===== src/rtl/clns_pkg.sv =====
// Shared types, codes and constant tables for the character LCD nibble sequencer.
package clns_pkg;

    localparam int CMD_W  = 3;
    localparam int WAIT_W = 16;
    localparam int STEP_W = 4;
    localparam int IDX_W  = 2;

    localparam logic [CMD_W-1:0] CMD_INIT  = 3'd0;
    localparam logic [CMD_W-1:0] CMD_CHAR  = 3'd1;
    localparam logic [CMD_W-1:0] CMD_CLEAR = 3'd2;
    localparam logic [CMD_W-1:0] CMD_MOVE  = 3'd3;
    localparam logic [CMD_W-1:0] CMD_RAW   = 3'd4;

    localparam logic [IDX_W-1:0] REG_CHAR_WAIT     = 2'd0;
    localparam logic [IDX_W-1:0] REG_COMMAND_WAIT  = 2'd1;
    localparam logic [IDX_W-1:0] REG_CLEAR_WAIT    = 2'd2;
    localparam logic [IDX_W-1:0] REG_POWER_UP_WAIT = 2'd3;

    localparam logic [WAIT_W-1:0] RST_CHAR_WAIT     = 16'd46;
    localparam logic [WAIT_W-1:0] RST_COMMAND_WAIT  = 16'd40;
    localparam logic [WAIT_W-1:0] RST_CLEAR_WAIT    = 16'd1000;
    localparam logic [WAIT_W-1:0] RST_POWER_UP_WAIT = 16'd15000;

    localparam logic [WAIT_W-1:0] WAKE_WAIT_LONG  = 16'd4100;
    localparam logic [WAIT_W-1:0] WAKE_WAIT_SHORT = 16'd100;

    localparam logic [3:0] WAKE_NIBBLE   = 4'h3;
    localparam logic [7:0] BYTE_CLEAR    = 8'h01;
    localparam logic [7:0] BYTE_HOME     = 8'h80;
    localparam logic [7:0] ROW0_BASE     = 8'h80;
    localparam logic [7:0] ROW1_BASE     = 8'hC0;
    localparam logic [2:0] INIT_CLEAR_IX = 3'd3;

    localparam logic [STEP_W-1:0] LAST_STEP_BYTE  = 4'd1;
    localparam logic [STEP_W-1:0] LAST_STEP_CLEAR = 4'd3;
    localparam logic [STEP_W-1:0] LAST_STEP_INIT  = 4'd14;
    localparam logic [STEP_W-1:0] STEP_WAKE_LONG  = 4'd1;
    localparam logic [STEP_W-1:0] STEP_WAKE_SHORT = 4'd2;
    localparam logic [STEP_W-1:0] STEP_INIT_BYTES = 4'd3;

    typedef enum logic [1:0] {
        KIND_BYTE,
        KIND_CLEAR,
        KIND_INIT
    } t_kind;

    typedef struct packed {
        logic [WAIT_W-1:0] char_wait;
        logic [WAIT_W-1:0] command_wait;
        logic [WAIT_W-1:0] clear_wait;
        logic [WAIT_W-1:0] power_up_wait;
    } t_cfg;

    typedef struct packed {
        t_kind             kind;
        logic [7:0]        data;
        logic              rs;
        logic [WAIT_W-1:0] wait_us;
    } t_job;

    typedef struct packed {
        logic [3:0]        nibble;
        logic              rs_level;
        logic              strobe;
        logic [WAIT_W-1:0] wait_us;
        logic              last;
    } t_xfer;

    function automatic logic [7:0] init_byte(input logic [2:0] ix);
        logic [7:0] b;
        case (ix)
            3'd0:    b = 8'h32;
            3'd1:    b = 8'h28;
            3'd2:    b = 8'h08;
            3'd3:    b = 8'h01;
            3'd4:    b = 8'h06;
            3'd5:    b = 8'h0C;
            default: b = 8'h00;
        endcase
        return b;
    endfunction

endpackage


===== src/rtl/clns_front.sv =====
// Command decoder that turns one accepted command into a queued job descriptor.
module clns_front (
    input  logic [clns_pkg::CMD_W-1:0]  i_command,
    input  logic [7:0]                  i_data_byte,
    input  logic                        i_register_select,
    input  logic [clns_pkg::WAIT_W-1:0] i_raw_wait_us,
    input  logic [1:0]                  i_row,
    input  logic [5:0]                  i_column,
    input  clns_pkg::t_cfg              i_cfg,
    output clns_pkg::t_job              o_job,
    output logic                        o_emits
);
    import clns_pkg::*;

    logic [7:0] row_base;

    assign row_base = i_row[0] ? ROW1_BASE : ROW0_BASE;

    always_comb begin
        o_job.kind    = KIND_BYTE;
        o_job.data    = i_data_byte;
        o_job.rs      = 1'b0;
        o_job.wait_us = i_cfg.command_wait;
        o_emits       = 1'b0;
        case (i_command)
            CMD_INIT: begin
                o_job.kind = KIND_INIT;
                o_emits    = 1'b1;
            end
            CMD_CHAR: begin
                o_job.rs      = 1'b1;
                o_job.wait_us = i_cfg.char_wait;
                o_emits       = 1'b1;
            end
            CMD_CLEAR: begin
                o_job.kind = KIND_CLEAR;
                o_emits    = 1'b1;
            end
            CMD_MOVE: begin
                o_job.data = row_base + {2'b00, i_column};
                o_emits    = ~i_row[1];
            end
            CMD_RAW: begin
                o_job.rs      = i_register_select;
                o_job.wait_us = i_raw_wait_us;
                o_emits       = 1'b1;
            end
            default: begin
                o_emits = 1'b0;
            end
        endcase
    end

endmodule


===== src/rtl/clns_queue.sv =====
// Small job queue that decouples the command decoder from the transfer sequencer.
module clns_queue #(
    parameter int DEPTH = 2
) (
    input  logic           i_clk,
    input  logic           i_rst_n,
    input  logic           i_push,
    input  clns_pkg::t_job i_job,
    output logic           o_full,
    output logic           o_valid,
    output clns_pkg::t_job o_job,
    input  logic           i_pop
);
    import clns_pkg::*;

    localparam int PW = (DEPTH > 1) ? $clog2(DEPTH) : 1;
    localparam int CW = $clog2(DEPTH + 1);

    t_job          r_mem [DEPTH];
    logic [PW-1:0] r_wr_ptr;
    logic [PW-1:0] r_rd_ptr;
    logic [CW-1:0] r_count;
    logic [PW-1:0] n_wr_ptr;
    logic [PW-1:0] n_rd_ptr;
    logic [CW-1:0] n_count;
    logic          do_push;
    logic          do_pop;

    assign o_full  = (r_count == CW'(DEPTH));
    assign o_valid = (r_count != '0);
    assign o_job   = r_mem[r_rd_ptr];
    assign do_push = i_push && !o_full;
    assign do_pop  = i_pop && o_valid;

    always_comb begin
        n_wr_ptr = r_wr_ptr;
        n_rd_ptr = r_rd_ptr;
        n_count  = r_count;
        if (do_push) begin
            n_wr_ptr = (r_wr_ptr == PW'(DEPTH - 1)) ? '0 : r_wr_ptr + 1'b1;
        end
        if (do_pop) begin
            n_rd_ptr = (r_rd_ptr == PW'(DEPTH - 1)) ? '0 : r_rd_ptr + 1'b1;
        end
        case ({do_push, do_pop})
            2'b10:   n_count = r_count + 1'b1;
            2'b01:   n_count = r_count - 1'b1;
            default: n_count = r_count;
        endcase
    end

    always_ff @(posedge i_clk) begin
        if (!i_rst_n) begin
            r_wr_ptr <= '0;
            r_rd_ptr <= '0;
            r_count  <= '0;
        end else begin
            r_wr_ptr <= n_wr_ptr;
            r_rd_ptr <= n_rd_ptr;
            r_count  <= n_count;
        end
    end

    always_ff @(posedge i_clk) begin
        if (do_push) begin
            r_mem[r_wr_ptr] <= i_job;
        end
    end

endmodule


===== src/rtl/clns_back.sv =====
// Transfer sequencer that steps through a queued job and drives the output register.
module clns_back (
    input  logic                        i_clk,
    input  logic                        i_rst_n,
    input  clns_pkg::t_cfg              i_cfg,
    input  logic                        i_job_valid,
    input  clns_pkg::t_job              i_job,
    output logic                        o_job_pop,
    output logic                        o_valid,
    input  logic                        i_ready,
    output clns_pkg::t_xfer             o_xfer
);
    import clns_pkg::*;

    logic [STEP_W-1:0] r_step;
    logic [STEP_W-1:0] n_step;
    logic              r_out_valid;
    logic              n_out_valid;
    t_xfer             r_xfer;
    t_xfer             cur;
    logic [STEP_W-1:0] last_step;
    logic [STEP_W-1:0] init_k;
    logic [7:0]        cur_byte;
    logic              load;

    assign init_k = r_step - STEP_INIT_BYTES;
    assign load   = i_job_valid && (!r_out_valid || i_ready);

    always_comb begin
        cur_byte        = i_job.data;
        cur.nibble      = 4'h0;
        cur.rs_level    = 1'b0;
        cur.strobe      = 1'b1;
        cur.wait_us     = i_cfg.command_wait;
        cur.last        = 1'b0;
        last_step       = LAST_STEP_BYTE;
        case (i_job.kind)
            KIND_BYTE: begin
                cur_byte     = i_job.data;
                cur.rs_level = i_job.rs;
                cur.wait_us  = i_job.wait_us;
                last_step    = LAST_STEP_BYTE;
            end
            KIND_CLEAR: begin
                cur_byte    = r_step[1] ? BYTE_HOME : BYTE_CLEAR;
                cur.wait_us = r_step[1] ? i_cfg.command_wait : i_cfg.clear_wait;
                last_step   = LAST_STEP_CLEAR;
            end
            KIND_INIT: begin
                cur_byte  = init_byte(init_k[3:1]);
                last_step = LAST_STEP_INIT;
                if (init_k[3:1] == INIT_CLEAR_IX) begin
                    cur.wait_us = i_cfg.clear_wait;
                end
            end
            default: begin
                last_step = LAST_STEP_BYTE;
            end
        endcase

        if (i_job.kind == KIND_INIT) begin
            cur.nibble = init_k[0] ? cur_byte[3:0] : cur_byte[7:4];
        end else begin
            cur.nibble = r_step[0] ? cur_byte[3:0] : cur_byte[7:4];
        end

        if (i_job.kind == KIND_INIT) begin
            if (r_step == '0) begin
                cur.nibble  = 4'h0;
                cur.strobe  = 1'b0;
                cur.wait_us = i_cfg.power_up_wait;
            end else if (r_step == STEP_WAKE_LONG) begin
                cur.nibble  = WAKE_NIBBLE;
                cur.wait_us = WAKE_WAIT_LONG;
            end else if (r_step == STEP_WAKE_SHORT) begin
                cur.nibble  = WAKE_NIBBLE;
                cur.wait_us = WAKE_WAIT_SHORT;
            end
        end

        cur.last = (r_step == last_step);
    end

    always_comb begin
        n_step      = r_step;
        n_out_valid = r_out_valid;
        if (r_out_valid && i_ready) begin
            n_out_valid = 1'b0;
        end
        if (load) begin
            n_out_valid = 1'b1;
            n_step      = cur.last ? '0 : r_step + 1'b1;
        end
    end

    assign o_job_pop = load && cur.last;
    assign o_valid   = r_out_valid;
    assign o_xfer    = r_xfer;

    always_ff @(posedge i_clk) begin
        if (!i_rst_n) begin
            r_step      <= '0;
            r_out_valid <= 1'b0;
        end else begin
            r_step      <= n_step;
            r_out_valid <= n_out_valid;
        end
    end

    always_ff @(posedge i_clk) begin
        if (load) begin
            r_xfer <= cur;
        end
    end

endmodule


===== src/rtl/char_lcd_nibble_sequencer_top.sv =====
// Top level of the character LCD nibble sequencer: config registers, decoder, queue, sequencer.
//
// The input channel (i_valid/o_ready) takes one command beat: init, character write,
// clear, cursor move or raw byte. The output channel (o_valid/i_ready) gives one
// nibble transfer per beat, high nibble first, with o_last on the final transfer
// of each command. Commands that produce nothing (row 2 or 3, unknown codes) are
// accepted and dropped.
// A command's first transfer is written into the job queue and then loaded into the output
// register before it appears. The sequencer emits one transfer per cycle while i_ready is
// high and a job is queued; a character or raw write gives 2 transfers, a clear 4 and an
// init 15, each held in turn by the single output register.
// Commands are accepted every cycle while the job queue (QUEUE_DEPTH entries) has
// room, also while a transfer waits on a stalled receiver.
// When i_ready is low the current transfer holds and the sequencer pauses; the
// queue then fills and o_ready falls.
// Reset empties the queue and output register and loads the default wait values.
// The config port writes a wait register at any edge with i_cfg_we high, outside reset.
module char_lcd_nibble_sequencer_top #(
    parameter int QUEUE_DEPTH = 2
) (
    input  logic                        i_clk,
    input  logic                        i_rst_n,
    input  logic                        i_cfg_we,
    input  logic [clns_pkg::IDX_W-1:0]  i_cfg_index,
    input  logic [clns_pkg::WAIT_W-1:0] i_cfg_data,
    input  logic                        i_valid,
    output logic                        o_ready,
    input  logic [clns_pkg::CMD_W-1:0]  i_command,
    input  logic [7:0]                  i_data_byte,
    input  logic                        i_register_select,
    input  logic [clns_pkg::WAIT_W-1:0] i_raw_wait_us,
    input  logic [1:0]                  i_row,
    input  logic [5:0]                  i_column,
    output logic                        o_valid,
    input  logic                        i_ready,
    output logic [3:0]                  o_nibble,
    output logic                        o_rs_level,
    output logic                        o_strobe_res,
    output logic [clns_pkg::WAIT_W-1:0] o_wait_us,
    output logic                        o_last
);
    import clns_pkg::*;

    t_cfg  r_cfg;
    t_job  front_job;
    t_job  head_job;
    t_xfer xfer;
    logic  front_emits;
    logic  q_full;
    logic  q_valid;
    logic  q_pop;

    always_ff @(posedge i_clk) begin
        if (!i_rst_n) begin
            r_cfg.char_wait     <= RST_CHAR_WAIT;
            r_cfg.command_wait  <= RST_COMMAND_WAIT;
            r_cfg.clear_wait    <= RST_CLEAR_WAIT;
            r_cfg.power_up_wait <= RST_POWER_UP_WAIT;
        end else if (i_cfg_we) begin
            case (i_cfg_index)
                REG_CHAR_WAIT:     r_cfg.char_wait     <= i_cfg_data;
                REG_COMMAND_WAIT:  r_cfg.command_wait  <= i_cfg_data;
                REG_CLEAR_WAIT:    r_cfg.clear_wait    <= i_cfg_data;
                REG_POWER_UP_WAIT: r_cfg.power_up_wait <= i_cfg_data;
                default:           r_cfg               <= r_cfg;
            endcase
        end
    end

    assign o_ready = !q_full;

    clns_front u_front (
        .i_command         (i_command),
        .i_data_byte       (i_data_byte),
        .i_register_select (i_register_select),
        .i_raw_wait_us     (i_raw_wait_us),
        .i_row             (i_row),
        .i_column          (i_column),
        .i_cfg             (r_cfg),
        .o_job             (front_job),
        .o_emits           (front_emits)
    );

    clns_queue #(
        .DEPTH (QUEUE_DEPTH)
    ) u_queue (
        .i_clk   (i_clk),
        .i_rst_n (i_rst_n),
        .i_push  (i_valid && o_ready && front_emits),
        .i_job   (front_job),
        .o_full  (q_full),
        .o_valid (q_valid),
        .o_job   (head_job),
        .i_pop   (q_pop)
    );

    clns_back u_back (
        .i_clk       (i_clk),
        .i_rst_n     (i_rst_n),
        .i_cfg       (r_cfg),
        .i_job_valid (q_valid),
        .i_job       (head_job),
        .o_job_pop   (q_pop),
        .o_valid     (o_valid),
        .i_ready     (i_ready),
        .o_xfer      (xfer)
    );

    assign o_nibble     = xfer.nibble;
    assign o_rs_level   = xfer.rs_level;
    assign o_strobe_res = xfer.strobe;
    assign o_wait_us    = xfer.wait_us;
    assign o_last       = xfer.last;

endmodule


===== config.mk =====
export PLATFORM = sky130hd
export DESIGN_NAME = char_lcd_nibble_sequencer_top
export DESIGN_NICKNAME = d
export VERILOG_FILES = /design/src/rtl/clns_pkg.sv /design/src/rtl/clns_front.sv /design/src/rtl/clns_queue.sv /design/src/rtl/clns_back.sv /design/src/rtl/char_lcd_nibble_sequencer_top.sv
export SDC_FILE = /design/constraint.sdc
export NUM_CORES = 1
export LEC_CHECK = 0
export BUFFER_PORTS_ARGS = -buffer_cell sky130_fd_sc_hd__buf_2
export CORE_MARGIN = 2
export CORE_UTILIZATION = 52
export CTS_BUF_LIST = sky130_fd_sc_hd__clkbuf_2 sky130_fd_sc_hd__clkbuf_4 sky130_fd_sc_hd__clkbuf_8
export DETAILED_ROUTE_END_ITERATION = 16
export GPL_TIMING_DRIVEN = 0
export PLACE_DENSITY = 0.72
export SKIP_LAST_GASP = 1
export SYNTH_ARGS = -nofsm -noshare
export SYNTH_HDL_FRONTEND = slang
export SYNTH_SLANG_ARGS = --single-unit
export TNS_END_PERCENT = 10

===== constraint.sdc =====
create_clock -name i_clk -period 3.7 [get_ports i_clk]
set_clock_uncertainty 0.1 [all_clocks]
set_input_delay 0.185 -clock i_clk [delete_from_list [all_inputs] [get_ports i_clk]]
set_output_delay 0.185 -clock i_clk [all_outputs]
set_load 0.02 [all_outputs]

# Yosys cells after proc, flatten, opt, wreduce, memory -nomap -nowiden

Memory sizes are Yosys's and may differ from the RTL's. A register that Yosys moved wholly into a read port is not among the register bits.
Index checks and enable logic that the tools add are counted.

Mux-type cells: 34
Eq/ne operators: 20
Reductions and logical operators: 23
Bitwise operators: 1
Add/subtract/negate cells: 7

Operators with widths:

| operator            | count |
|---|---|
| $mux 16             | 6 |
| $pmux 16 s3         | 1 |
| $pmux 6 s6          | 1 |
| $pmux 17 s2         | 1 |
| $mux 4              | 8 |
| $mux 8              | 2 |
| $pmux 8 s2          | 1 |
| $eq 3x2->1 const B  | 4 |
| $eq 2x2->1 const B  | 5 |
| $eq 3x3->1 const B  | 3 |
| $mux 1              | 9 |
| $add 8x6->8         | 1 |
| $pmux 2 s2          | 2 |
| $pmux 4 s2          | 1 |
| $reduce_and 2->1    | 4 |
| $logic_and 1x1->1   | 7 |
| $mux 7              | 1 |
| $eq 2x1->1 const B  | 3 |
| $eq 3x1->1 const B  | 2 |
| $logic_not 3->1     | 2 |
| $reduce_bool 2->1   | 3 |
| $add 4x1->4 const B | 1 |
| $eq 4x1->1 const B  | 1 |
| $eq 4x2->1 const B  | 1 |
| other kinds (12)    | 15 |

Word-level logic and storage cells: 100
Input port bits: 59
Memory bits (writable): 54
Flip-flop bits (word level): 96
Memories: 1

Memories:

| memory        | depth | bits a word | rd ports | clocked after Yosys merged registers in | wr ports | RTL line         | text |
|---|---|---|---|---|---|---|---|
| u_queue.r_mem | 2     | 27          | 1        | 1                                       | 1        | clns_queue.sv:19 | `t_job r_mem [DEPTH];` |

# Logic depth before layout (Yosys ltp)

Gate-level depths: netlist of run 1.

Word-level depth: 10
Depth in mapped cells: 12
Mapped depth without buffers: 10

# Hierarchy

From an unflattened synthesis of run 1, not the netlist that was laid out.

Cells, all modules: 724
Area, all modules: 7,642.3 um^2

By module, submodules not included:

| module                        | times used | area each (um^2) | cells an instance | sequential area each (um^2) |
|---|---|---|---|---|
| char_lcd_nibble_sequencer_top | 1          | 2,488.6          | 247               | 1,281.2 |
| clns_back                     | 1          | 2,264.7          | 258               | 790.8 |
| clns_queue                    | 1          | 2,179.6          | 110               | 1,721.7 |
| clns_front                    | 1          | 709.4            | 109               | 0.0 |

# Worst setup path before layout of run 1

Ideal clock, no wire load.

Path type: register to register
From: reg with a tool-made name
To: reg u_queue.r_count[1]
Required time: 3,524 ps
Clock period less this slack: 3,059 ps
Path slack: 641 ps
Cell stages (with the launch flop): 12
Arrival: 2,883 ps
Buffers on the path: 2
Path through: dfxtp_1 -> buf_2 -> buf_2 -> mux2i_1 -> inv_1 -> ha_1 -> or4b_4 -> a21oi_2 -> and2_4 -> ha_1 -> or3_1 -> a21boi_0

RTL lines:

| element              | RTL line         | text |
|---|---|---|
| to (signal assigned) | clns_queue.sv:60 | `r_count <= n_count;` |
| to (decl)            | clns_queue.sv:22 | `logic [CW-1:0] r_count;` |

==> flow_summary.html, run 1 <==
<table>
<tr><th>Metric</th><th>Value</th></tr>
<tr><th colspan="2">Status</th></tr>
<tr><td>Result of the run</td><td>completed</td></tr>
<tr><th colspan="2">Setup path</th></tr>
<tr><td>Kind of end point of the critical path</td><td>flop</td></tr>
<tr><td>Worst Setup Start Kind</td><td>flop</td></tr>
<tr><td>Setup CP Type</td><td>reg -&gt; reg</td></tr>
<tr><td>Required time of the critical path</td><td>3990 ps</td></tr>
<tr><td>Arrival time of the worst setup path</td><td>3810 ps</td></tr>
<tr><td>Crit Path Max Fanout</td><td>10</td></tr>
<tr><th colspan="2">Hold path</th></tr>
<tr><td>Hold/Removal Path Class</td><td>in -&gt; reg</td></tr>
<tr><th colspan="2">Logic synthesis</th></tr>
<tr><td>Post-synthesis cell count</td><td>~700</td></tr>
<tr><td>Synth top area share</td><td>between 30% and 40%</td></tr>
<tr><td>Average footprint of a synthesized cell</td><td>10.0 um^2</td></tr>
<tr><td>Leading post-synthesis cells by instance count</td><td>sky130_fd_sc_hd__nand2_1, sky130_fd_sc_hd__edfxtp_1, sky130_fd_sc_hd__dfxtp_1</td></tr>
<tr><td>Syn. warnings</td><td>0</td></tr>
<tr><td>Cell accounting for the most synthesized area</td><td>sky130_fd_sc_hd__edfxtp_1</td></tr>
<tr><td>Async S/R FF share, synth</td><td>0%</td></tr>
<tr><td>Number of flip-flops and latches in the synthesized netlist</td><td>151</td></tr>
<tr><td>Post-synth design cell area</td><td>7030 um^2</td></tr>
<tr><td>EDFF count, synth</td><td>just under 80</td></tr>
<tr><td>Unique cell type count in the Yosys netlist</td><td>64</td></tr>
<tr><td>Post-Syn Nets</td><td>771</td></tr>
<tr><td>Part of the Yosys area used for sequential elements</td><td>between 50% and 60%</td></tr>
<tr><td>Top post-synthesis cells by area</td><td>sky130_fd_sc_hd__edfxtp_1, sky130_fd_sc_hd__dfxtp_1, sky130_fd_sc_hd__nand2_1</td></tr>
<tr><td>Leading cell type by number of instances after synthesis</td><td>sky130_fd_sc_hd__nand2_1</td></tr>
<tr><td>Most frequently used flop master after synthesis</td><td>sky130_fd_sc_hd__edfxtp_1</td></tr>
<tr><th colspan="2">Clock network</th></tr>
<tr><td>Latest clock arrival within the worst-skew pair</td><td>between 400 and 500 ps</td></tr>
<tr><td># H-tree levels</td><td>4</td></tr>
<tr><td>CTS tree</td><td>done</td></tr>
<tr><td>Clock root buffer master</td><td>sky130_fd_sc_hd__clkbuf_8</td></tr>
<tr><td>Clock transition at path regs</td><td>80 ps</td></tr>
<tr><td>Cts bufs inserted</td><td>17</td></tr>
<tr><td>Max Root-Sink Buffers</td><td>2</td></tr>
<tr><td>CTS Sinks</td><td>151</td></tr>
<tr><th colspan="2">Power and ir drop</th></tr>
<tr><td>Worst-case vdd ir drop</td><td>0.281 mV</td></tr>
<tr><td>Power per standard cell area</td><td>469 nW/um^2</td></tr>
<tr><td>Post-layout power</td><td>4.05 mW</td></tr>
<tr><td>LEAKAGE</td><td>3.30 nW</td></tr>
<tr><th colspan="2">Global routing</th></tr>
<tr><td>Maximum number of pins on one net before global-route repair</td><td>29</td></tr>
<tr><td>GRT Overall Usage</td><td>30.1%</td></tr>
<tr><td>Congestion Overflow GR</td><td>0</td></tr>
<tr><td>Vias in the first global route</td><td>6,044</td></tr>
<tr><td>Initial antenna violation count</td><td>0</td></tr>
<tr><td>Wire length of the first global-routing pass</td><td>32,400 um</td></tr>
<tr><th colspan="2">Timing</th></tr>
<tr><td>Rel. slew slack</td><td>33.8%</td></tr>
<tr><td>Tcrit/Tclk final</td><td>95.0%</td></tr>
<tr><td>Worst Slack Setup Final</td><td>184 ps</td></tr>
<tr><td>Number of endpoints failing setup at the final stage</td><td>0</td></tr>
<tr><td>RSZ-0062 raised after global routing</td><td>no</td></tr>
<tr><td>Fin. Hold Viols</td><td>0</td></tr>
<tr><td>Clock period minus final worst setup slack</td><td>3520 ps</td></tr>
<tr><td>Pins over their slew limit</td><td>0</td></tr>
<tr><td>Worst Max-Slew Pin Slew</td><td>roughly 990 ps</td></tr>
<tr><td>Upper clock frequency limit</td><td>0.284 GHz</td></tr>
<tr><td>Worst hold slack</td><td>27.9 ps</td></tr>
<tr><th colspan="2">Layout</th></tr>
<tr><td>Total of fill cells in the finished design</td><td>1,065</td></tr>
<tr><td>Antenna cells</td><td>0</td></tr>
<tr><td>Synthesis-to-layout area growth</td><td>22.7%</td></tr>
<tr><td>Final Non-Filler Cells</td><td>about 1.0k</td></tr>
<tr><td>Share of post-route cells with drive strength above 1</td><td>19.1%</td></tr>
<tr><td>Post-route cell area</td><td>8630 um^2</td></tr>
<tr><td>Nets@finish</td><td>918</td></tr>
<tr><th colspan="2">Flow run</th></tr>
<tr><td>Maximum capacitance violations</td><td>0</td></tr>
<tr><th colspan="2">Die</th></tr>
<tr><td>Cell row count</td><td>42</td></tr>
<tr><td>Chip width</td><td>120 um</td></tr>
<tr><td>Number of top-level pins</td><td>84</td></tr>
<tr><td>Starting Density</td><td>about 53%</td></tr>
<tr><td>Die ar.</td><td>about 14,000 um^2</td></tr>
<tr><td>Placeable Area</td><td>13,200 um^2</td></tr>
<tr><td>Die span in y</td><td>120 um</td></tr>
<tr><th colspan="2">Route</th></tr>
<tr><td>Via-per-instance ratio</td><td>5.85</td></tr>
<tr><td>Post-route ant nets</td><td>0</td></tr>
<tr><td>Routed length per placed instance</td><td>20.4 um</td></tr>
<tr><td>Routed Wire Length</td><td>21,200 um</td></tr>
<tr><td>Count of routing violations after the opening detailed-route iteration</td><td>~780</td></tr>
<tr><td>DRC violation count after routing</td><td>0</td></tr>
<tr><td>Routed via count</td><td>6,073</td></tr>
<tr><td>First-pass DRT Iterations</td><td>5</td></tr>
<tr><th colspan="2">Placement</th></tr>
<tr><td>Routability Congestion</td><td>0.930</td></tr>
<tr><td>Half-perimeter wire length after detailed placement</td><td>approximately 14,000 um</td></tr>
<tr><td>Total instance count after detailed placement</td><td>958</td></tr>
<tr><td>Pre-CTS setup slack</td><td>68.2 ps</td></tr>
<tr><td>Total cell area at the placement stage</td><td>7670 um^2</td></tr>
<tr><td>Number of buffers added on ports</td><td>80</td></tr>
</table>
==> flip-flops by register name, summed over array words and instances (netlist names), named ones only <==
register	cells
r_cfg	64
u_back.o_xfer	23
u_back.o_valid	1
u_queue.r_rd_ptr	1
u_queue.r_mem	54
u_queue.r_wr_ptr	1
u_queue.r_count	2
u_back.r_step	4
==> where the power goes <==
| group | leakage (nW) | internal, mW | total [mW] | switching [mW] |
|---|---|---|---|---|
| clock | 0.220 | 0.806 | 1.46 | 0.651 |
| combinational | 1.76 | 0.252 | 0.667 | 0.415 |
| sequential | 1.32 | 1.88 | 1.92 | 0.0430 |
==> final timing paths <==
kind                                           to  slack (ps)  depth (start not counted)                    from
setup / recovery  u_queue.r_count[1]$_SDFFE_PN0P_         180                         11                    flop
hold / removal     u_queue.r_mem[0][12]$_DFFE_PP_          30                          3       i_raw_wait_us[12]
setup reg to reg  u_queue.r_count[1]$_SDFFE_PN0P_         180                         11                    flop
hold reg to reg            r_cfg[61]$_SDFFE_PN0P_         370                          2  r_cfg[61]$_SDFFE_PN0P_
==> critical path, cell delays in order, from the launching register on <==
cell	delay (ps)
sky130_fd_sc_hd__dfxtp_1	320
sky130_fd_sc_hd__buf_2	310
sky130_fd_sc_hd__clkbuf_4	330
sky130_fd_sc_hd__mux2i_2	320
sky130_fd_sc_hd__inv_1	120
sky130_fd_sc_hd__ha_1	230
sky130_fd_sc_hd__or4b_4	490
sky130_fd_sc_hd__a21oi_2	180
sky130_fd_sc_hd__and2_4	200
sky130_fd_sc_hd__ha_1	280
sky130_fd_sc_hd__or3_1	390
sky130_fd_sc_hd__a21boi_0	160
==> per-layer routing <==
layer	track usage, %	wire (um)	vias up
met5	0	0	-
met4	14.2	734	0
met3	5.52	1690	65
met2	49.7	10300	314
met1	38.4	8470	2905
li1	-	-	2789
==> metrics by stage <==
step | setup TNS [ps] | util, %
after global routing | 0 | 65.1
after detailed placement | 0 | 57.9
final | 0 | 65.1
after global placement | -99.5 | 57.8
after CTS | 0 | 65.1
after floorplan | 0 | -
==> placed cells by master (no fill, tap or decap), types with 4 or more instances in the layout <==
| cell | Yosys | routed |
|---|---|---|
| sky130_fd_sc_hd__edfxtp_1 | 77 | 77 |
| sky130_fd_sc_hd__inv_1 | 12 | 12 |
| sky130_fd_sc_hd__nand3_1 | 20 | 20 |
| sky130_fd_sc_hd__nand2b_1 | 4 | 4 |
| sky130_fd_sc_hd__clkbuf_8 | 0 | 17 |
| sky130_fd_sc_hd__mux2i_1 | 11 | 10 |
| sky130_fd_sc_hd__clkinvlp_4 | 0 | 4 |
| sky130_fd_sc_hd__nand2_1 | 196 | 196 |
| sky130_fd_sc_hd__nor2b_1 | 9 | 9 |
| sky130_fd_sc_hd__xnor2_1 | 5 | 5 |
| sky130_fd_sc_hd__ha_1 | 10 | 10 |
| sky130_fd_sc_hd__buf_2 | 10 | 89 |
| sky130_fd_sc_hd__and2_1 | 7 | 7 |
| sky130_fd_sc_hd__dfxtp_1 | 74 | 74 |
| sky130_fd_sc_hd__a21oi_1 | 13 | 13 |
| sky130_fd_sc_hd__o21ai_0 | 22 | 22 |
| sky130_fd_sc_hd__a21boi_0 | 42 | 42 |
| sky130_fd_sc_hd__nor3b_1 | 5 | 4 |
| sky130_fd_sc_hd__clkbuf_1 | 31 | 31 |
| sky130_fd_sc_hd__bufinv_16 | 0 | 5 |
| sky130_fd_sc_hd__a21boi_1 | 6 | 6 |
| sky130_fd_sc_hd__dlygate4sd3_1 | 0 | 48 |
| sky130_fd_sc_hd__mux2_2 | 21 | 21 |
| sky130_fd_sc_hd__a22oi_1 | 38 | 38 |
| sky130_fd_sc_hd__nor2_1 | 16 | 13 |
| sky130_fd_sc_hd__o221ai_1 | 11 | 11 |
==> cell families (layout without fill, tap and decap cells) <==
group | count (synthesis) | in the layout | share of synthesized area [%]
AND/OR/NAND/NOR | 279 | 279 | 17.7
AO/OA/AOI/OAI | 161 | 161 | 16.3
flip-flops | 151 | 151 | 54.0
buffers and inverters | 58 | 218 | 3.56
multiplexers | 33 | 33 | 5.25
adder cells (fa/ha/maj) | 10 | 10 | 1.78
XOR/XNOR | 10 | 10 | 1.46
==> final cells by class <==
class,instances,area [um^2],share of cell area (%)
plain buffers,46,208,2.41
clock buffers,17,234,2.71
clock inverters,15,228,2.64
inverters,12,45.0,0.522
multi-input cells,493,3020,35.0
flip-flops and latches,151,3790,44.0
well taps,176,220,2.55
repair buffers,128,881,10.2
==> what timing repair did <==
| item | in CTS | in global routing |
|---|---|---|
| resized for setup | 0 | 3 |
| buffers inserted | 0 | 0 |
| hold buffers | 48 | 0 |
| endpoints found under the setup margin | 0 | 11 |
| hold endpoints to repair | 114 | 0 |
Power figures use the tool's default switching activity.
==> inputs of run 2 (changes only) <==
CTS_BUF_LIST = default   (was sky130_fd_sc_hd__clkbuf_2 sky130_fd_sc_hd__clkbuf_4 sky130_fd_sc_hd__clkbuf_8)
==> run 2 against run 1 <==
Effect of this change:
- sequential cell count stayed put
- sequential share of layout area shrank 0.43 points
- power is 12% higher
- critical endpoint unchanged
- largest cell class unchanged
- largest power group unchanged
==> flow_summary.html, run 2 (synthesis gave the netlist of run 1 again) <==
<table>
<tr><th>Metric</th><th>Value</th></tr>
<tr><th colspan="2">Clock network</th></tr>
<tr><td>Latest clock arrival within the worst-skew pair</td><td>430 ps (-30 ps)</td></tr>
<tr><td>Clock transition at path regs</td><td>60 ps (-20 ps)</td></tr>
<tr><td>CTS Sinks</td><td>151 (unchanged)</td></tr>
<tr><td>Max Root-Sink Buffers</td><td>2 (unchanged)</td></tr>
<tr><td>CTS tree</td><td>done</td></tr>
<tr><td>Clock root buffer master</td><td>sky130_fd_sc_hd__clkbuf_16</td></tr>
<tr><td># H-tree levels</td><td>4 (unchanged)</td></tr>
<tr><td>Cts bufs inserted</td><td>17 (unchanged)</td></tr>
<tr><th colspan="2">Setup path</th></tr>
<tr><td>Worst Setup Start Kind</td><td>flop</td></tr>
<tr><td>Cell type with the highest occurrence count on the critical path</td><td>sky130_fd_sc_hd__ha_1</td></tr>
<tr><td>Number of cells on the worst reg-to-reg path</td><td>11 (unchanged)</td></tr>
<tr><td>Critical Path, Cell by Cell</td><td>buf_2, clkbuf_4, mux2i_2, inv_1, ha_1, or4b_4, a21oi_2, and2_4, ha_1, or3_1, a21boi_0</td></tr>
<tr><td>Worst flop-to-flop path endpoint</td><td>u_queue.r_count[1]$_SDFFE_PN0P_</td></tr>
<tr><td>Largest stage delay, worst path</td><td>490 ps (about the same)</td></tr>
<tr><td>Required time of the critical path</td><td>3960 ps (-30 ps)</td></tr>
<tr><td>Crit Path Max Fanout</td><td>10 (unchanged)</td></tr>
<tr><td>Setup CP Type</td><td>reg -&gt; reg</td></tr>
<tr><td>Arrival time of the worst setup path</td><td>3800 ps (about the same)</td></tr>
<tr><td>Kind of end point of the critical path</td><td>flop</td></tr>
<tr><td>Critical Path Slowest Stage Cell</td><td>sky130_fd_sc_hd__or4b_4</td></tr>
<tr><td>R2R setup slack</td><td>150 ps (-30 ps)</td></tr>
<tr><td>Capture point of the critical path</td><td>u_queue.r_count[1]$_SDFFE_PN0P_</td></tr>
<tr><th colspan="2">Layout</th></tr>
<tr><td>Final Non-Filler Cells</td><td>1,027 (-1.1%)</td></tr>
<tr><td>Largest register by flop count</td><td>r_cfg</td></tr>
<tr><td>Post-route cell area</td><td>8710 um^2 (+0.99%)</td></tr>
<tr><td>Synthesis-to-layout area growth</td><td>23.9%</td></tr>
<tr><td>Nets@finish</td><td>907 (-1.2%)</td></tr>
<tr><td>Final core area utilization</td><td>65.8% (+0.64 points)</td></tr>
<tr><td>Antenna cells</td><td>0 (unchanged)</td></tr>
<tr><td>Flip-flop count of the largest register, all copies and words added</td><td>64 (unchanged)</td></tr>
<tr><td>Most common cell after layout, fill and taps aside</td><td>sky130_fd_sc_hd__nand2_1</td></tr>
<tr><td>Share of post-route cells with drive strength above 1</td><td>19.5% (+0.36 points)</td></tr>
<tr><td>Most frequent cells in the layout</td><td>sky130_fd_sc_hd__nand2_1, sky130_fd_sc_hd__buf_2, sky130_fd_sc_hd__edfxtp_1, sky130_fd_sc_hd__dfxtp_1, sky130_fd_sc_hd__a21boi_0</td></tr>
<tr><th colspan="2">Die</th></tr>
<tr><td>Starting Density</td><td>53.1% (unchanged)</td></tr>
<tr><td>Die ar.</td><td>14,500 um^2 (unchanged)</td></tr>
<tr><td>Placeable Area</td><td>13,200 um^2 (unchanged)</td></tr>
<tr><td>Die span in y</td><td>120 um (unchanged)</td></tr>
<tr><td>Cell row count</td><td>42 (unchanged)</td></tr>
<tr><td>Chip width</td><td>120 um (unchanged)</td></tr>
<tr><td>Number of top-level pins</td><td>84 (unchanged)</td></tr>
<tr><th colspan="2">Route</th></tr>
<tr><td>First-pass DRT Iterations</td><td>6 (+1)</td></tr>
<tr><td>Routed via count</td><td>6,087 (+0.23%)</td></tr>
<tr><td>Routed Wire Length</td><td>21,300 um (+0.57%)</td></tr>
<tr><td>Via-per-instance ratio</td><td>5.93 (+1.3%)</td></tr>
<tr><td>Routed length per placed instance</td><td>20.8 um (+1.6%)</td></tr>
<tr><td>DRC violation count after routing</td><td>0 (unchanged)</td></tr>
<tr><td>Post-route ant nets</td><td>0 (unchanged)</td></tr>
<tr><td>Count of routing violations after the opening detailed-route iteration</td><td>807 (+3.6%)</td></tr>
<tr><th colspan="2">Power and ir drop</th></tr>
<tr><td>Power per standard cell area</td><td>518 nW/um^2 (+10%)</td></tr>
<tr><td>Worst-case vdd ir drop</td><td>0.381 mV (+35%)</td></tr>
<tr><td>Share of total power in the clock network</td><td>42.6% (+6.6 points)</td></tr>
<tr><td>Comb pwr share</td><td>14.7% (-1.8 points)</td></tr>
<tr><td>Switching share of power</td><td>26.3% (-1.1 points)</td></tr>
<tr><td>NetSw</td><td>1.19 mW (+6.9%)</td></tr>
<tr><td>Cell internal pwr</td><td>3.33 mW (+13%)</td></tr>
<tr><td>Post-layout power</td><td>4.51 mW (+12%)</td></tr>
<tr><td>LEAKAGE</td><td>3.34 nW (+1.3%)</td></tr>
<tr><td>Seq pwr share</td><td>42.7% (-4.8 points)</td></tr>
<tr><th colspan="2">Global routing</th></tr>
<tr><td>Maximum number of pins on one net before global-route repair</td><td>29 (unchanged)</td></tr>
<tr><td>Vias in the first global route</td><td>5,951 (-1.5%)</td></tr>
<tr><td>GRT Overall Usage</td><td>30.1% (about the same)</td></tr>
<tr><td>Initial antenna violation count</td><td>1 (+1)</td></tr>
<tr><td>Wire length of the first global-routing pass</td><td>32,500 um (+0.23%)</td></tr>
<tr><td>Congestion Overflow GR</td><td>0 (unchanged)</td></tr>
<tr><th colspan="2">Timing</th></tr>
<tr><td>Tcrit/Tclk final</td><td>95.9% (+0.82 points)</td></tr>
<tr><td>Worst hold slack</td><td>18.1 ps (-9.75 ps)</td></tr>
<tr><td>Setup Total Neg Slack</td><td>0 ps (unchanged)</td></tr>
<tr><td>Worst Slack Setup Final</td><td>153 ps (-30.5 ps)</td></tr>
<tr><td>Pins over their slew limit</td><td>0 (unchanged)</td></tr>
<tr><td>Worst Max-Slew Pin Slew</td><td>985 ps (-5.25 ps)</td></tr>
<tr><td>Upper clock frequency limit</td><td>0.282 GHz (-0.86%)</td></tr>
<tr><td>Rel. slew slack</td><td>34.2% (+0.35 points)</td></tr>
<tr><td>RSZ-0062 raised after global routing</td><td>no</td></tr>
<tr><td>Number of endpoints failing setup at the final stage</td><td>0 (unchanged)</td></tr>
<tr><td>Fin. Hold Viols</td><td>0 (unchanged)</td></tr>
<tr><td>Clock period minus final worst setup slack</td><td>3550 ps (+30.5 ps)</td></tr>
<tr><th colspan="2">Status</th></tr>
<tr><td>Result of the run</td><td>completed</td></tr>
<tr><th colspan="2">Placement</th></tr>
<tr><td>Pre-CTS setup slack</td><td>68.2 ps (unchanged)</td></tr>
<tr><td>Number of buffers added on ports</td><td>80 (unchanged)</td></tr>
<tr><td>Total instance count after detailed placement</td><td>958 (unchanged)</td></tr>
<tr><td>Half-perimeter wire length after detailed placement</td><td>14,100 um (unchanged)</td></tr>
<tr><td>Total cell area at the placement stage</td><td>7670 um^2 (unchanged)</td></tr>
<tr><td>Routability Congestion</td><td>0.930 (unchanged)</td></tr>
<tr><th colspan="2">Hold path</th></tr>
<tr><td>Hold/Removal Path Class</td><td>in -&gt; reg</td></tr>
<tr><th colspan="2">Flow run</th></tr>
<tr><td>Maximum capacitance violations</td><td>0 (unchanged)</td></tr>
</table>
run 2: cell count changes in the layout (fill, tap and decap cells not counted), sizes merged:
cell	previous run	this run
dlygate4sd3	48	37
run 2: layout make-up:
type | count | area, um^2
Timing Repair Buffer | 117 | 771
Multi-Input combinational cell | 493 | 3020
Clock inverter | 15 | 228
Buffer | 46 | 208
Sequential cell | 151 | 3790
Clock buffer | 17 | 425
Fill cell | 1035 | 4530
Tap cell | 176 | 220
Inverter | 12 | 45.0
run 2: worst min-delay path by stage:
stage	cells past startpoint	slack (ps)	end	start
6_report	3	20	u_queue.r_mem[0][8]$_DFFE_PP_	i_raw_wait_us[8]
5_1_grt	3	30	u_queue.r_mem[0][8]$_DFFE_PP_	i_raw_wait_us[8]
4_1_cts	3	2	u_queue.r_mem[1][2]$_DFFE_PP_	i_raw_wait_us[2]
3_5_place_dp	3	350	r_cfg[25]$_SDFFE_PN1P_	i_cfg_data[9]
3_3_place_gp	3	350	r_cfg[9]$_SDFFE_PN1P_	i_cfg_data[9]
2_1_floorplan	2	210	r_cfg[11]$_SDFFE_PN1P_	i_cfg_data[11]
run 2: critical path, delay by kind of cell (launching register included):
family	cells	cell delay, ps
DFF	1	320
and+or+nand+nor	3	1090
adders and majority gates	2	510
buffers and inverters	3	780
AOI/OAI and AO/OA	2	340
muxes	1	330
run 2: metal layers:
metal  GRT usage (%)  vias to the layer above  part of all wire, %
met1            39.3                     2926                   41
met5               0                        -                    0
met2            50.0                      340                   48
met3            6.13                       48                  7.9
li1                -                     2773                    -
met4            10.4                        0                  2.4
run 2: power by group through the flow:
| stage | sequential [mW] | clock (mW) | combinational, mW |
|---|---|---|---|
| 6_report | 1.93 | 1.92 | 0.662 |
| 5_1_grt | 1.93 | 1.99 | 0.711 |
| 4_1_cts | 1.93 | 1.92 | 0.649 |
| 3_5_place_dp | 1.96 | 0 | 0.611 |
| 3_3_place_gp | 1.96 | 0 | 0.593 |
| 2_1_floorplan | 2.00 | 0 | 0.345 |
run 2: what timing repair did:
action	4_1_cts	5_1_grt
endpoints found under the hold margin	90	0
setup endpoints to repair	1	8
gates resized for setup	1	3
buffers inserted	0	0
hold buffers	37	0
==> inputs of run 3 (changes only) <==
clock period = 4.5 ns   (was 3.7 ns; I/O delays follow)
==> run 3 against run 2 <==
Effect of this change:
- cell area decreased by 2.7%
- clock-buffer cell count unchanged
- clock power decreased by 18%
- maximum frequency decreased by 6.5%
- critical path depth decreased by 1
- non-clock buffer count decreased by 22
- first-iteration DRC count decreased by 0.37%
- die area unchanged
- power decreased by 18%
- wire length decreased by 1.7%
- cell count decreased by 2.1%
- critical endpoint is now u_back.o_xfer[8]$_DFFE_PP_
- largest cell class unchanged
==> flow_summary.html, run 3 (synthesis gave the netlist of run 1 again) <==
<table>
<tr><th>Metric</th><th>Value</th></tr>
<tr><th colspan="2">Status</th></tr>
<tr><td>Result of the run</td><td>completed</td></tr>
<tr><th colspan="2">Route</th></tr>
<tr><td>Routed length per placed instance</td><td>20.9 um (+0.49%)</td></tr>
<tr><td>Routed via count</td><td>6,010 (-1.3%)</td></tr>
<tr><td>First-pass DRT Iterations</td><td>5 (-1)</td></tr>
<tr><td>Count of routing violations after the opening detailed-route iteration</td><td>804 (-0.37%)</td></tr>
<tr><td>Routed Wire Length</td><td>21,000 um (-1.7%)</td></tr>
<tr><td>Post-route ant nets</td><td>0 (unchanged)</td></tr>
<tr><td>Via-per-instance ratio</td><td>5.98 (+0.90%)</td></tr>
<tr><td>DRC violation count after routing</td><td>0 (unchanged)</td></tr>
<tr><th colspan="2">Timing</th></tr>
<tr><td>Upper clock frequency limit</td><td>0.264 GHz (-6.5%)</td></tr>
<tr><td>Clock period minus final worst setup slack</td><td>3790 ps (+246 ps)</td></tr>
<tr><td>Fin. Hold Viols</td><td>0 (unchanged)</td></tr>
<tr><td>Worst hold slack</td><td>20.6 ps (+2.50 ps)</td></tr>
<tr><td>Setup Total Neg Slack</td><td>0 ps (unchanged)</td></tr>
<tr><td>Worst Max-Slew Pin Slew</td><td>976 ps (-9.13 ps)</td></tr>
<tr><td>Rel. slew slack</td><td>34.8% (+0.61 points)</td></tr>
<tr><td>RSZ-0062 raised after global routing</td><td>no</td></tr>
<tr><td>Number of endpoints failing setup at the final stage</td><td>0 (unchanged)</td></tr>
<tr><td>Tcrit/Tclk final</td><td>84.3% (-12 points)</td></tr>
<tr><td>Pins over their slew limit</td><td>0 (unchanged)</td></tr>
<tr><th colspan="2">Layout</th></tr>
<tr><td>Flip-flop count of the largest register, all copies and words added</td><td>64 (unchanged)</td></tr>
<tr><td>Largest register by flop count</td><td>r_cfg</td></tr>
<tr><td>Most frequent cells in the layout</td><td>sky130_fd_sc_hd__nand2_1, sky130_fd_sc_hd__buf_2, sky130_fd_sc_hd__edfxtp_1, sky130_fd_sc_hd__dfxtp_1, sky130_fd_sc_hd__a21boi_0</td></tr>
<tr><td>Synthesis-to-layout area growth</td><td>20.6%</td></tr>
<tr><td>Nets@finish</td><td>885 (-2.4%)</td></tr>
<tr><td>Most common cell after layout, fill and taps aside</td><td>sky130_fd_sc_hd__nand2_1</td></tr>
<tr><td>Share of post-route cells with drive strength above 1</td><td>19.7% (+0.16 points)</td></tr>
<tr><td>Antenna cells</td><td>0 (unchanged)</td></tr>
<tr><td>Total of fill cells in the finished design</td><td>1,074 (+3.8%)</td></tr>
<tr><th colspan="2">Global routing</th></tr>
<tr><td>Vias in the first global route</td><td>5,855 (-1.6%)</td></tr>
<tr><td>Congestion Overflow GR</td><td>0 (unchanged)</td></tr>
<tr><td>Initial antenna violation count</td><td>1 (unchanged)</td></tr>
<tr><td>GRT Overall Usage</td><td>29.7% (-0.38 points)</td></tr>
<tr><td>Wire length of the first global-routing pass</td><td>32,100 um (-1.4%)</td></tr>
<tr><td>Maximum number of pins on one net before global-route repair</td><td>29 (unchanged)</td></tr>
<tr><th colspan="2">Placement</th></tr>
<tr><td>Routability Congestion</td><td>0.930 (unchanged)</td></tr>
<tr><td>Number of buffers added on ports</td><td>80 (unchanged)</td></tr>
<tr><td>Half-perimeter wire length after detailed placement</td><td>14,100 um (unchanged)</td></tr>
<tr><th colspan="2">Power and ir drop</th></tr>
<tr><td>LEAKAGE</td><td>3.25 nW (-3.0%)</td></tr>
<tr><td>Worst-case vdd ir drop</td><td>0.313 mV (-18%)</td></tr>
<tr><td>Power per standard cell area</td><td>435 nW/um^2 (-16%)</td></tr>
<tr><th colspan="2">Clock network</th></tr>
<tr><td>Quantity of gates resized following cts</td><td>0 (-1)</td></tr>
<tr><td>Cts bufs inserted</td><td>17 (unchanged)</td></tr>
<tr><td>Clock root buffer master</td><td>sky130_fd_sc_hd__clkbuf_16</td></tr>
<tr><td>Latest clock arrival within the worst-skew pair</td><td>430 ps (about the same)</td></tr>
<tr><td>Clock transition at path regs</td><td>60 ps (about the same)</td></tr>
<tr><td>Max Root-Sink Buffers</td><td>2 (unchanged)</td></tr>
<tr><td>CTS tree</td><td>done</td></tr>
<tr><td>CTS Sinks</td><td>151 (unchanged)</td></tr>
<tr><td># H-tree levels</td><td>4 (unchanged)</td></tr>
<tr><th colspan="2">Die</th></tr>
<tr><td>Chip width</td><td>120 um (unchanged)</td></tr>
<tr><td>Cell row count</td><td>42 (unchanged)</td></tr>
<tr><td>Placeable Area</td><td>13,200 um^2 (unchanged)</td></tr>
<tr><td>Number of top-level pins</td><td>84 (unchanged)</td></tr>
<tr><td>Die ar.</td><td>14,500 um^2 (unchanged)</td></tr>
<tr><td>Die span in y</td><td>120 um (unchanged)</td></tr>
<tr><td>Starting Density</td><td>53.1% (unchanged)</td></tr>
<tr><th colspan="2">Setup path</th></tr>
<tr><td>Number of cells on the worst reg-to-reg path</td><td>10 (-1)</td></tr>
<tr><td>Setup CP Type</td><td>reg -&gt; reg</td></tr>
<tr><td>Cell type with the highest occurrence count on the critical path</td><td>sky130_fd_sc_hd__buf_2</td></tr>
<tr><td>Required time of the critical path</td><td>4570 ps (+610 ps)</td></tr>
<tr><td>Worst Setup Start Kind</td><td>flop</td></tr>
<tr><td>Largest stage delay, worst path</td><td>490 ps (about the same)</td></tr>
<tr><td>Crit Path Max Fanout</td><td>10 (unchanged)</td></tr>
<tr><td>Critical Path Slowest Stage Cell</td><td>sky130_fd_sc_hd__nor3b_1</td></tr>
<tr><td>Kind of end point of the critical path</td><td>flop</td></tr>
<tr><td>Critical Path, Cell by Cell</td><td>buf_2, buf_2, mux2i_1, ha_1, buf_2, nor3b_1, nand2b_1, buf_2, a22oi_1, nand2_1</td></tr>
<tr><td>Arrival time of the worst setup path</td><td>3860 ps (+60 ps)</td></tr>
<tr><th colspan="2">Flow run</th></tr>
<tr><td>Maximum capacitance violations</td><td>0 (unchanged)</td></tr>
<tr><th colspan="2">Hold path</th></tr>
<tr><td>Number of cells on the worst hold path</td><td>2 (-1)</td></tr>
<tr><td>Hold/Removal Path Class</td><td>in -&gt; reg</td></tr>
</table>
run 3: critical path: cells and delay by family (launching register included):
family | cells | cell delay, ps
AOI/OAI and AO/OA | 1 | 270
adders and majority gates | 1 | 210
buffers and inverters | 4 | 1220
DFF | 1 | 320
muxes | 1 | 460
and+or+nand+nor | 3 | 930
run 3: cell type report:
type | instances | area (um^2) | area share, %
clock buffers | 17 | 425 | 5.02
inverters | 12 | 45.0 | 0.531
multi-input cells | 493 | 3010 | 35.5
plain buffers | 46 | 205 | 2.42
repair buffers | 95 | 551 | 6.50
well taps | 176 | 220 | 2.60
clock inverters | 15 | 228 | 2.69
flip-flops and latches | 151 | 3790 | 44.8
run 3: per-layer routing:
metal,vias to the layer above,part of all wire (%),GRT usage [%]
met3,50,7.9,5.94
met2,350,48,49.1
met5,-,0,0
met1,2885,42,39.1
met4,0,2.6,10.2
li1,2725,-,-
run 3: final timing paths:
kind	from	endpoint	slack, ps
worst min-delay path	i_column[1]	u_queue.r_mem[0][18]$_DFFE_PP_	20
worst max-delay path	flop	u_back.o_xfer[8]$_DFFE_PP_	710
worst min register to register	r_cfg[61]$_SDFFE_PN0P_	r_cfg[61]$_SDFFE_PN0P_	360
worst max register to register	flop	u_back.o_xfer[8]$_DFFE_PP_	710
run 3: repair_timing:
item                                   in CTS  in global routing
endpoints found under the hold margin      46                  0
buffers inserted                            0                  0
setup endpoints to repair                   0                  0
hold buffers                               15                  0
run 3: metrics by stage:
step	instances	utilization [%]	instance area, um^2	worst slack, ps	power, mW
global route	1005	64.0	8480	510	3.79
detailed placement	958	57.9	7670	868	2.11
finish	1005	64.0	8480	707	3.69
CTS	1005	64.0	8480	780	3.68
floorplan	702	-	7030	1440	1.93
global placement	958	57.8	7650	700	2.10
run 3: power by group:
group	internal [mW]	switching [mW]	total (mW)
Combinational	0.186	0.339	0.525
Clock	0.987	0.590	1.58
Sequential	1.55	0.0350	1.58
Total	2.72	0.963	3.69
